[src/hw/rtl/dq_pkg.sv]
`timescale 1ns / 1ps
// ----------------------------------------------------------------------------
// Double-ended queue package
// Shared widths, operation and status codes, and the pipeline stage record.
// ----------------------------------------------------------------------------
package dq_pkg;

    localparam int DQ_DEPTH = 16;

    localparam int ACT_W  = 3;
    localparam int DATA_W = 32;
    localparam int STAT_W = 2;
    localparam int CNT_W  = 5;

    typedef enum logic [ACT_W-1:0] {
        ACT_PUSH_BACK  = 3'd0,
        ACT_PUSH_FRONT = 3'd1,
        ACT_POP_FRONT  = 3'd2,
        ACT_POP_BACK   = 3'd3,
        ACT_PEEK_FRONT = 3'd4
    } t_action;

    typedef enum logic [STAT_W-1:0] {
        ST_OK    = 2'd0,
        ST_EMPTY = 2'd1,
        ST_FULL  = 2'd2
    } t_status;

    // Response information waiting for the memory read data
    typedef struct packed {
        logic             valid;
        logic             rd;
        t_status          status;
        logic [CNT_W-1:0] count;
    } t_dq_stage;

endpackage

[src/hw/rtl/dq_intf.sv]
`timescale 1ns / 1ps
// ----------------------------------------------------------------------------
// Double-ended queue channels
// Valid/ready request and response channels with source and sink modports.
// ----------------------------------------------------------------------------
interface dq_req_if import dq_pkg::*; ();
    logic                     valid;
    logic                     ready;
    logic [ACT_W-1:0]         action;
    logic signed [DATA_W-1:0] value;

    modport source (output valid, output action, output value, input ready);
    modport sink   (input valid, input action, input value, output ready);
endinterface

interface dq_rsp_if import dq_pkg::*; ();
    logic                     valid;
    logic                     ready;
    logic signed [DATA_W-1:0] data;
    logic [STAT_W-1:0]        status;
    logic [CNT_W-1:0]         count;

    modport source (output valid, output data, output status, output count, input ready);
    modport sink   (input valid, input data, input status, input count, output ready);
endinterface

[src/hw/rtl/dq_ram.sv]
`timescale 1ns / 1ps
// ----------------------------------------------------------------------------
// Generic RAM
// One write port and one read port; the read data is registered.
// ----------------------------------------------------------------------------
module dq_ram #(
    parameter int WIDTH = 32,
    parameter int DEPTH = 16,
    localparam int AW   = $clog2(DEPTH)
) (
    input  logic             i_clk,
    input  logic             i_we,
    input  logic [AW-1:0]    i_waddr,
    input  logic [WIDTH-1:0] i_wdata,
    input  logic             i_re,
    input  logic [AW-1:0]    i_raddr,
    output logic [WIDTH-1:0] o_rdata
);

    logic [WIDTH-1:0] r_mem [DEPTH];
    logic [WIDTH-1:0] r_rdata;

    // Write the entry
    always_ff @(posedge i_clk) begin
        if (i_we) begin
            r_mem[i_waddr] <= i_wdata;
        end
    end

    // Read the entry; hold the data between reads
    always_ff @(posedge i_clk) begin
        if (i_re) begin
            r_rdata <= r_mem[i_raddr];
        end
    end

    assign o_rdata = r_rdata;

endmodule

[src/hw/rtl/dq_ctrl.sv]
`timescale 1ns / 1ps
// ----------------------------------------------------------------------------
// Double-ended queue control
// Decodes a request, moves the front pointer and fill count, drives the
// entry memory and holds the response information until the output register
// takes it.
module dq_ctrl import dq_pkg::*; #(
    parameter int DEPTH = DQ_DEPTH,
    localparam int AW   = $clog2(DEPTH)
) (
    input  logic              i_clk,
    input  logic              i_rst_n,
    dq_req_if.sink            i_req,
    input  logic              i_s1_advance,
    output t_dq_stage         o_s1,
    output logic              o_mem_we,
    output logic [AW-1:0]     o_mem_waddr,
    output logic [DATA_W-1:0] o_mem_wdata,
    output logic              o_mem_re,
    output logic [AW-1:0]     o_mem_raddr
);

    localparam int CW = $clog2(DEPTH + 1);
    localparam logic [AW:0]   DEPTH_P = (AW + 1)'(DEPTH);
    localparam logic [CW-1:0] DEPTH_C = CW'(DEPTH);
    localparam logic [AW-1:0] LAST_OFF = AW'(DEPTH - 1);

    logic [AW-1:0]  r_front, n_front;
    logic [CW-1:0]  r_count, n_count;
    t_dq_stage      r_s1;

    logic                w_fire;
    logic                w_full;
    logic                w_empty;
    logic [CW-1:0]       w_count_dec;
    logic                w_we;
    logic                w_re;
    logic [AW-1:0]       w_waddr;
    logic [AW-1:0]       w_raddr;
    logic                w_rd;
    t_status             w_status;
    logic [CW+CNT_W-1:0] w_count_ext;

    // Wrap front pointer plus offset into the circular store
    function automatic logic [AW-1:0] slot_at(input logic [AW-1:0] front,
                                              input logic [AW-1:0] offset);
        logic [AW:0] pos;
        pos = {1'b0, front} + {1'b0, offset};
        if (pos >= DEPTH_P) begin
            pos = pos - DEPTH_P;
        end
        return pos[AW-1:0];
    endfunction

    assign i_req.ready = !r_s1.valid || i_s1_advance;
    assign w_fire      = i_req.valid && i_req.ready;
    assign w_full      = (r_count == DEPTH_C);
    assign w_empty     = (r_count == '0);
    assign w_count_dec = r_count - CW'(1);

    // Decode the operation
    always_comb begin
        n_front  = r_front;
        n_count  = r_count;
        w_we     = 1'b0;
        w_re     = 1'b0;
        w_waddr  = slot_at(r_front, r_count[AW-1:0]);
        w_raddr  = r_front;
        w_rd     = 1'b0;
        w_status = ST_OK;
        unique case (t_action'(i_req.action))
            ACT_PUSH_BACK: begin
                if (w_full) begin
                    w_status = ST_FULL;
                end else begin
                    w_we    = 1'b1;
                    n_count = r_count + CW'(1);
                end
            end
            ACT_PUSH_FRONT: begin
                if (w_full) begin
                    w_status = ST_FULL;
                end else begin
                    n_front = slot_at(r_front, LAST_OFF);
                    w_waddr = n_front;
                    w_we    = 1'b1;
                    n_count = r_count + CW'(1);
                end
            end
            ACT_POP_FRONT: begin
                if (w_empty) begin
                    w_status = ST_EMPTY;
                end else begin
                    w_re    = 1'b1;
                    w_rd    = 1'b1;
                    n_front = slot_at(r_front, AW'(1));
                    n_count = w_count_dec;
                end
            end
            ACT_POP_BACK: begin
                if (w_empty) begin
                    w_status = ST_EMPTY;
                end else begin
                    w_re    = 1'b1;
                    w_rd    = 1'b1;
                    w_raddr = slot_at(r_front, w_count_dec[AW-1:0]);
                    n_count = w_count_dec;
                end
            end
            ACT_PEEK_FRONT: begin
                if (w_empty) begin
                    w_status = ST_EMPTY;
                end else begin
                    w_re = 1'b1;
                    w_rd = 1'b1;
                end
            end
            default: begin
            end
        endcase
    end

    // Report the count modulo the field width
    assign w_count_ext = {{CNT_W{1'b0}}, n_count};

    assign o_mem_we    = w_fire && w_we;
    assign o_mem_waddr = w_waddr;
    assign o_mem_wdata = i_req.value;
    assign o_mem_re    = w_fire && w_re;
    assign o_mem_raddr = w_raddr;

    // Advance pointers and hold the response information
    always_ff @(posedge i_clk) begin
        if (!i_rst_n) begin
            r_front <= '0;
            r_count <= '0;
            r_s1    <= '0;
        end else begin
            if (w_fire) begin
                r_front      <= n_front;
                r_count      <= n_count;
                r_s1.valid   <= 1'b1;
                r_s1.rd      <= w_rd;
                r_s1.status  <= w_status;
                r_s1.count   <= w_count_ext[CNT_W-1:0];
            end else if (i_s1_advance) begin
                r_s1.valid <= 1'b0;
            end
        end
    end

    assign o_s1 = r_s1;

endmodule

[src/hw/rtl/double_ended_queue.sv]
`timescale 1ns / 1ps
// ----------------------------------------------------------------------------
// Double-ended queue
// Bounded deque of signed 32-bit words in a circular single-port-pair RAM.
// ----------------------------------------------------------------------------
// The block takes one request per cycle while the read stage can advance
// (push back, push front, pop front, pop back, peek front) and returns
// exactly one response per request, after the registered read of the
// entry RAM and the output register. Pointer and fill count live in
// registers and are updated at acceptance, so back-to-back requests need no
// interlock; each request touches at most one RAM entry. The response holds
// the popped or peeked word (zero otherwise), a status (ok, empty, full) and
// the fill after the request, modulo 32. A push to a full queue is dropped.
// No clearing pass is needed after reset.
module double_ended_queue import dq_pkg::*; #(
    parameter int DEPTH = DQ_DEPTH
) (
    input  logic     i_clk,
    input  logic     i_rst_n,
    dq_req_if.sink   i_req,
    dq_rsp_if.source o_rsp
);

    localparam int AW = $clog2(DEPTH);

    t_dq_stage          w_s1;
    logic               w_s1_advance;
    logic               w_mem_we;
    logic [AW-1:0]      w_mem_waddr;
    logic [DATA_W-1:0]  w_mem_wdata;
    logic               w_mem_re;
    logic [AW-1:0]      w_mem_raddr;
    logic [DATA_W-1:0]  w_mem_rdata;

    logic               r_out_valid;
    logic [DATA_W-1:0]  r_out_data;
    t_status            r_out_status;
    logic [CNT_W-1:0]   r_out_count;

    assign w_s1_advance = w_s1.valid && (!r_out_valid || o_rsp.ready);

    dq_ctrl #(
        .DEPTH (DEPTH)
    ) u_ctrl (
        .i_clk        (i_clk),
        .i_rst_n      (i_rst_n),
        .i_req        (i_req),
        .i_s1_advance (w_s1_advance),
        .o_s1         (w_s1),
        .o_mem_we     (w_mem_we),
        .o_mem_waddr  (w_mem_waddr),
        .o_mem_wdata  (w_mem_wdata),
        .o_mem_re     (w_mem_re),
        .o_mem_raddr  (w_mem_raddr)
    );

    dq_ram #(
        .WIDTH (DATA_W),
        .DEPTH (DEPTH)
    ) u_ram (
        .i_clk   (i_clk),
        .i_we    (w_mem_we),
        .i_waddr (w_mem_waddr),
        .i_wdata (w_mem_wdata),
        .i_re    (w_mem_re),
        .i_raddr (w_mem_raddr),
        .o_rdata (w_mem_rdata)
    );

    // Load the response register; drop it once taken
    always_ff @(posedge i_clk) begin
        if (!i_rst_n) begin
            r_out_valid  <= 1'b0;
            r_out_data   <= '0;
            r_out_status <= ST_OK;
            r_out_count  <= '0;
        end else begin
            if (w_s1_advance) begin
                r_out_valid  <= 1'b1;
                r_out_data   <= w_s1.rd ? w_mem_rdata : '0;
                r_out_status <= w_s1.status;
                r_out_count  <= w_s1.count;
            end else if (o_rsp.ready) begin
                r_out_valid <= 1'b0;
            end
        end
    end

    assign o_rsp.valid  = r_out_valid;
    assign o_rsp.data   = r_out_data;
    assign o_rsp.status = r_out_status;
    assign o_rsp.count  = r_out_count;

    // A full report always shows a full queue
    a_full_count: assert property (@(posedge i_clk) disable iff (!i_rst_n)
        o_rsp.valid && (o_rsp.status == ST_FULL) |-> o_rsp.count == CNT_W'(DEPTH))
        else $error("full response with count not at depth");

    // An empty report shows no words and no data
    a_empty_resp: assert property (@(posedge i_clk) disable iff (!i_rst_n)
        o_rsp.valid && (o_rsp.status == ST_EMPTY) |-> (o_rsp.count == '0) && (o_rsp.data == '0))
        else $error("empty response with words or data");

    // Every accepted request enters the read stage
    a_req_stage: assert property (@(posedge i_clk) disable iff (!i_rst_n)
        i_req.valid && i_req.ready |=> w_s1.valid)
        else $error("accepted request lost before read stage");

    // A read word only comes with an ok status
    a_data_ok: assert property (@(posedge i_clk) disable iff (!i_rst_n)
        o_rsp.valid && (o_rsp.data != '0) |-> o_rsp.status == ST_OK)
        else $error("data returned with error status");

endmodule
[src/flat_wrapper.sv]
// flat-port wrapper written by rule: the top's interface ports become plain ports
module double_ended_queue_flat import dq_pkg::*;
#(
    parameter int DEPTH = DQ_DEPTH
)
  (i_clk, i_rst_n, i_req_valid, i_req_action, i_req_value, i_req_ready, o_rsp_valid, o_rsp_data, o_rsp_status, o_rsp_count, o_rsp_ready);
  dq_req_if i_req_i ();
  dq_rsp_if o_rsp_i ();
  input  logic i_clk;
  input  logic i_rst_n;
  input wire logic [$bits(i_req_i.valid)-1:0] i_req_valid;
  input wire logic [$bits(i_req_i.action)-1:0] i_req_action;
  input wire logic [$bits(i_req_i.value)-1:0] i_req_value;
  output wire logic [$bits(i_req_i.ready)-1:0] i_req_ready;
  output wire logic [$bits(o_rsp_i.valid)-1:0] o_rsp_valid;
  output wire logic [$bits(o_rsp_i.data)-1:0] o_rsp_data;
  output wire logic [$bits(o_rsp_i.status)-1:0] o_rsp_status;
  output wire logic [$bits(o_rsp_i.count)-1:0] o_rsp_count;
  input wire logic [$bits(o_rsp_i.ready)-1:0] o_rsp_ready;
  assign i_req_i.valid = i_req_valid;
  assign i_req_i.action = i_req_action;
  assign i_req_i.value = i_req_value;
  assign i_req_ready = i_req_i.ready;
  assign o_rsp_valid = o_rsp_i.valid;
  assign o_rsp_data = o_rsp_i.data;
  assign o_rsp_status = o_rsp_i.status;
  assign o_rsp_count = o_rsp_i.count;
  assign o_rsp_i.ready = o_rsp_ready;
  double_ended_queue #(.DEPTH(DEPTH)) u_core (.i_clk(i_clk), .i_rst_n(i_rst_n), .i_req(i_req_i), .o_rsp(o_rsp_i));
endmodule
[config.mk]
export PLATFORM = sky130hd
export DESIGN_NAME = double_ended_queue_flat
export DESIGN_NICKNAME = d
export VERILOG_FILES = /design/src/hw/rtl/dq_pkg.sv /design/src/hw/rtl/dq_intf.sv /design/src/hw/rtl/dq_ram.sv /design/src/hw/rtl/dq_ctrl.sv /design/src/hw/rtl/double_ended_queue.sv /design/src/flat_wrapper.sv
export SDC_FILE = /design/constraint.sdc
export NUM_CORES = 1
export LEC_CHECK = 0
export BUFFER_PORTS_ARGS = -buffer_cell sky130_fd_sc_hd__buf_4
export CAP_MARGIN = 20
export CORE_MARGIN = 5
export CORE_UTILIZATION = 60
export CTS_CLUSTER_SIZE = 20
export DETAILED_ROUTE_END_ITERATION = 7
export GPL_TIMING_DRIVEN = 0
export PLACE_DENSITY = 0.77
export SLEW_MARGIN = 10
export SYNTH_ARGS = -nofsm -noshare
export SYNTH_HDL_FRONTEND = slang
export SYNTH_SLANG_ARGS = --single-unit
[constraint.sdc]
create_clock -name i_clk -period 11.1 [get_ports i_clk]
set_input_delay 3.33 -clock i_clk [delete_from_list [all_inputs] [get_ports i_clk]]
set_output_delay 3.33 -clock i_clk [all_outputs]
set_load 0.02 [all_outputs]
; Word level (Yosys, flattened, before mapping)
; Memories as Yosys holds them, arrays and structs flattened. A register that Yosys moved wholly into a read port is not among the register bits.
; Index checks and enable logic that the tools add are counted.
[classes]
shifts = 0
n_eq_ne = 9
add_sub_neg = 10
multipliers = 0
bitwise = 0
muxes = 28
order_cmp = 4
reduce_logical = 19
div = 0
[ops]
columns = cell, n
row1 = 2-to-1 mux 4 bit, 10
row2 = 2-to-1 mux 32 bit, 1
row3 = greater-or-equal comparator 5 bit (second input constant), 4
row4 = subtractor 4 x 1 -> 4 bit (second input constant), 4
row5 = 2-to-1 mux 1 bit, 11
row6 = adder 4 x 4 -> 5 bit, 2
row7 = 2-to-1 mux 5 bit, 2
row8 = case mux 5 bit (2 select lines), 1
row9 = != test 2 bit (second input constant), 4
row10 = case mux 4 bit (2 select lines), 1
row11 = AND reduction 4 bit, 2
row12 = nonzero test 2 bit, 4
row13 = equality test 3 x 2 -> 1 bit (second input constant), 2
row14 = adder 4 x 1 -> 5 bit (second input constant), 1
row15 = adder 4 x 4 -> 5 bit (second input constant), 1
row16 = adder 5 x 1 -> 5 bit (second input constant), 1
row17 = equality test 5 bit (second input constant), 1
row18 = logical NOT 5 bit, 1
row19 = subtractor 5 x 1 -> 5 bit (second input constant), 1
row20 = logical AND 1 bit, 4
row21 = case mux 2 bit (2 select lines), 1
row22 = OR reduction 2 bit, 2
row23 = equality test 3 x 1 -> 1 bit (second input constant), 1
row24 = equality test 3 bit (second input constant), 1
row25 = 5 further kinds, 7
[word_totals]
inputBits = 39
ram_bits = 512
mem_count = 1
mem_bits_ro = 0
regBits = 53
word_cells = 80
latch_bits = 0
[mem_list]
columns = name, depth, word_bits, read_ports, rd_clocked_by_memory_dff, wr, line
row1 = u_core.u_ram.r_mem, 16, 32, 1, 1, 1, dq_ram.sv:20  ; logic [WIDTH-1:0] r_mem [DEPTH];

; Longest topological paths before layout
[logic_depth]
ltp_word = 8
ltp_mapped = 12
depth_no_buf = 10

; Cells and area by module
; From an unflattened synthesis, not the netlist that was laid out.
[hier_totals]
cells_unflattened = 1183
hier_area_um2 = 23171.0
[by_module_without_submodules]
columns = mod, cells_each, area_per_inst_um2, instances
row1 = dq_ram, 838, 20155.6, 1
row2 = double_ended_queue, 180, 1660.3, 1
row3 = dq_ctrl, 165, 1355.0, 1

; Least setup slack after synthesis
; Ideal clock, no wire load.
[synth_timing]
path_kind = input -> register
startpoint = input port i_req_action[1]
endpoint = memory u_core.u_ram.r_mem[11][0], enable pin
required_time_ns = 10.639
setup_slack_ns = 3.673
path_buffers = 1
arrival_ns = 6.966
path_stages = 5
setup_time_ns = 0.461
path_cell_list = buf_2 > nor4b_2 > mux2_2 > or2_2 > nor3_1
[synth_via]
elab_chain_cells = 6
word_cells_on_any_way = 8
classes_between = eq/ne (1) / mux (4) / reduce/logical (3)
[synth_rtl]
columns = element, line
row1 = start: declaration, flat_wrapper.sv:12  ; input wire logic [$bits(i_req_i.action)-1:0] i_req_action;
row2 = equality test 3 x 1 -> 1 bit or logical NOT 3 bit (tied branches), dq_ctrl.sv:71  ; unique case (t_action'(i_req.action))
row3 = OR reduction 2 bit (no line), -
row4 = 2-to-1 mux 1 bit, -
row5 = logical AND 1 bit, dq_ctrl.sv:126  ; assign o_mem_we = w_fire && w_we;
row6 = 2-to-1 mux 1 bit, dq_ram.sv:25  ; if (i_we) begin
row7 = 2-to-1 mux 1 bit (implied by the code), dq_ram.sv:26  ; r_mem[i_waddr] <= i_wdata;
row8 = end: declaration, dq_ram.sv:20
; Several ways; a longest one is shown, not always the timed one.

; Final worst setup path
[layout_timing]
startpoint = input port o_rsp_ready
endpoint = output port i_req_ready
[layout_via]
elab_chain_cells = 3
[layout_rtl]
columns = element, line
row1 = start: declaration, flat_wrapper.sv:19  ; input wire logic [$bits(o_rsp_i.ready)-1:0] o_rsp_ready;
row2 = logical OR 1 bit, double_ended_queue.sv:40  ; assign w_s1_advance = w_s1.valid && (!r_out_valid || o_rsp.ready);
row3 = logical AND 1 bit, double_ended_queue.sv:40
row4 = logical OR 1 bit, dq_ctrl.sv:55  ; assign i_req.ready = !r_s1.valid || i_s1_advance;
row5 = end: declaration, flat_wrapper.sv:14  ; output wire logic [$bits(i_req_i.ready)-1:0] i_req_ready;
; Every way passes these cells.

==> out/results.ini <==
[critical_path]
cp_top_family=buffers and inverters
worstPathCellList=buf_4, and3b_1, inv_1, buf_4
regToRegSetupSlack_ns=6.50
worst-endpoint-required_ns=7.77
r2r_depth=10
cp_num_cells=4
critical-path-max-stage-delay_ns=0.25
critical_path_arrival_ns=3.91
setup.worst_path.end_class=output port
worstPathMaxFanout=3
start_kind=primary input
worstSetupPathType=primary input to output port
critPathBufInv=3
critical_path.slowest_cell=sky130_fd_sc_hd__and3b_1
timing.critical_path.mode_cell=sky130_fd_sc_hd__buf_4

[detailed_routing]
finalWirelength_mm=82.5
final_antenna_net_count=0
drt_iter0_markers=2973
drt_pre_antenna_iters=8
avgRoutedWirePerCell_um=27.8
routed-via-count=20495
drc=0
drt-vias-per-instance=6.90

[clocking]
clkLatencyLatePin_ns=0.63
clk_pin_slew_worst_paths_ns=0.06
cts_root_buf=sky130_fd_sc_hd__clkbuf_16
clock_sink_count=597
clock_tree.htree_level_count=2
number_of_hold_repair_buffers_added_at_the_cts_stage=0
max-clock-path-buffers=3
cts_resized=0
tritoncts=yes
cts-buffers-inserted=59
postCtsSetupRepairBufs=0

[timing]
final.setup.tns_ns=0
period_needed_ns=7.24
max_clock_freq_ghz=0.138
slew_headroom=0.252
finalHoldViolCount=0
clock-skew-final_ns=0.0220
timing.final.setup_violations=0
fin_ws_ns=3.86
tightest_slew_ns=1.12
report.final.slew_viol_count=0
grt_setup_unrepaired=false
timing.final.crit_share=0.653

[layout]
finalNetCount=2373
mostFrequentLayoutCell=sky130_fd_sc_hd__edfxtp_1
share_of_final_layout_standard_cells_stronger_than_drive_strength_1=0.134
area_delta_synth_final_pct=14.3
diodes=0
post_layout_nonfiller_instances=2972
layout.cells.most_common_list=544 x sky130_fd_sc_hd__edfxtp_1, 258 x sky130_fd_sc_hd__nand4_1, 188 x sky130_fd_sc_hd__nand2_1

[run]
drv.max_cap_violation_count=0

[floorplanning]
initial_utilization=0.604
die-area_sq_um=50000
core.rowCount=78
die_y_um=224
core_sq_um=45300
die_width_um=224
design.portCount=80

[placed_design]
dp_hpwl_mm=58.2
total_of_buffers_placed_on_input_and_output_ports=76
gp_congestion=0.942
dp_cells=2858
detailedPlace.worstSlack_ns=3.86

[synth]
post_synth.cell_area_avg_sq_um=12.8
total_standard_cell_area_after_synthesis_sq_um=27400
synth-edff-count=544
main_synth_ff_type=sky130_fd_sc_hd__edfxtp_1
ys_warn_count=0
synth_async_sr_flop_share=0
cell_accounting_for_the_most_synthesized_area=sky130_fd_sc_hd__edfxtp_1
post_synth_inst_count=2138
yosys_register_bits=597
synth-seq-area-share=0.636
synth.top_cells.by_area=sky130_fd_sc_hd__edfxtp_1 60%, sky130_fd_sc_hd__nand4_1 5.9%, sky130_fd_sc_hd__mux2i_1 4.8%
synth_cell_types=50
synthesis.nets=2190
top_area_cell_type_share_of_the_netlist_area=0.597

[global_route]
grt.total_usage=0.321
initial_antenna_violation_count=2
grt_pass1_wl_mm=122
grt_pass1_vias=20322
grt_start_max_net_pins=20
globalRouteOverflowTotal=0

[worst_hold_path]
hold_path.class=flop to flop
hold-path-cell-count=2

[power]
fin_total_pwr_mw=5.40
p_leak_nw=10.3
power_density_nw_per_um2=173
vdd_ir_drop_max_mv=0.130

[outcome]
outcome=finished, final reports clean

==> layer usage <==
metal / part of all wire / track usage
met1: 0.37 / 0.416
met2: 0.48 / 0.536
met3: 0.12 / 0.0750
met4: 0.039 / 0.116
met5: 0 / 0
==> synth_stat cells (9+ instances only) <==
master,count
sky130_fd_sc_hd__a21boi_0,40
sky130_fd_sc_hd__nand3_1,166
sky130_fd_sc_hd__nand2b_1,132
sky130_fd_sc_hd__ha_1,11
sky130_fd_sc_hd__nor2_1,14
sky130_fd_sc_hd__a221oi_1,44
sky130_fd_sc_hd__clkbuf_1,146
sky130_fd_sc_hd__mux2i_1,131
sky130_fd_sc_hd__edfxtp_1,544
sky130_fd_sc_hd__mux2_2,33
sky130_fd_sc_hd__xnor2_1,13
sky130_fd_sc_hd__nand2_1,188
sky130_fd_sc_hd__a21oi_1,10
sky130_fd_sc_hd__buf_1,31
sky130_fd_sc_hd__nor3_1,14
sky130_fd_sc_hd__nand4_1,258
sky130_fd_sc_hd__a221oi_2,20
sky130_fd_sc_hd__dfxtp_1,53
sky130_fd_sc_hd__inv_1,10
sky130_fd_sc_hd__a22o_1,128
sky130_fd_sc_hd__and2_1,9
sky130_fd_sc_hd__buf_2,24
sky130_fd_sc_hd__o22ai_1,64
==> cell type report <==
type / count / area, sq um
clock inverter: 38 / 435
multi-input combinational: 1323 / 9180
clock buffer: 74 / 1550
tap: 600 / 751
inverter: 10 / 37.5
buffer: 208 / 863
timing repair buffer: 122 / 1060
sequential: 597 / 17400
fill: 3113 / 14000
==> flip-flops by register name, summed over array words and instances, names as in the netlist <==
name and flops:
u_core.o_rsp.data 32, u_core.u_ram.o_rdata 32, u_core.u_ctrl.r_front 4, u_core.o_rsp.count 5
u_core.u_ctrl.o_s1 9, u_core.o_rsp.status 2, u_core.u_ram.r_mem 512, u_core.o_rsp.valid 1
==> stage by stage <==
| step | hold slack (ns) | instance area [sq um] | utilization |
|---|---|---|---|
| floorplan | 0.441 | 27400 | - |
| global placement | 0.448 | 28700 | 0.634 |
| detailed placement | 0.461 | 29300 | 0.646 |
| CTS | 0.467 | 31300 | 0.690 |
| global route | 0.480 | 31300 | 0.691 |
| finish | 0.465 | 31300 | 0.691 |
==> worst paths after layout <==
kind / start / end
max: o_rsp_ready / i_req_ready
min: u_core.o_rsp.count[2] / u_core.o_rsp.count[2]
max reg2reg: u_core.u_ctrl.r_front[2] / u_core.u_ram.r_mem[14][15]
min reg2reg: u_core.o_rsp.count[2] / u_core.o_rsp.count[2]
==> logic make-up after synthesis <==
kind of cell,count (synthesis),share of synthesized area
XOR/XNOR,21,0.00672
flip-flops,597,0.636
adder cells (fa/ha/maj),13,0.00649
AO/OA/AOI/OAI,323,0.0982
multiplexers,164,0.0615
buffers and inverters,218,0.0329
AND/OR/NAND/NOR,802,0.159
==> power breakdown <==
part,internal [mW],switching [mW]
Clock,1.20,0.857
Sequential,2.48,0.0106
Combinational,0.221,0.628
==> worst register-to-register path, stage by stage (launching register included) <==
cell and delay (ns):
sky130_fd_sc_hd__dfxtp_1 0.38, sky130_fd_sc_hd__buf_2 0.29, sky130_fd_sc_hd__buf_2 0.32, sky130_fd_sc_hd__clkbuf_1 0.52
sky130_fd_sc_hd__clkbuf_1 0.58, sky130_fd_sc_hd__xnor2_1 0.15, sky130_fd_sc_hd__a21oi_1 0.29, sky130_fd_sc_hd__clkbuf_1 0.52
sky130_fd_sc_hd__nand3_1 0.34, sky130_fd_sc_hd__nor2_4 0.63, sky130_fd_sc_hd__buf_16 0.25
Power figures use the tool's default switching activity.
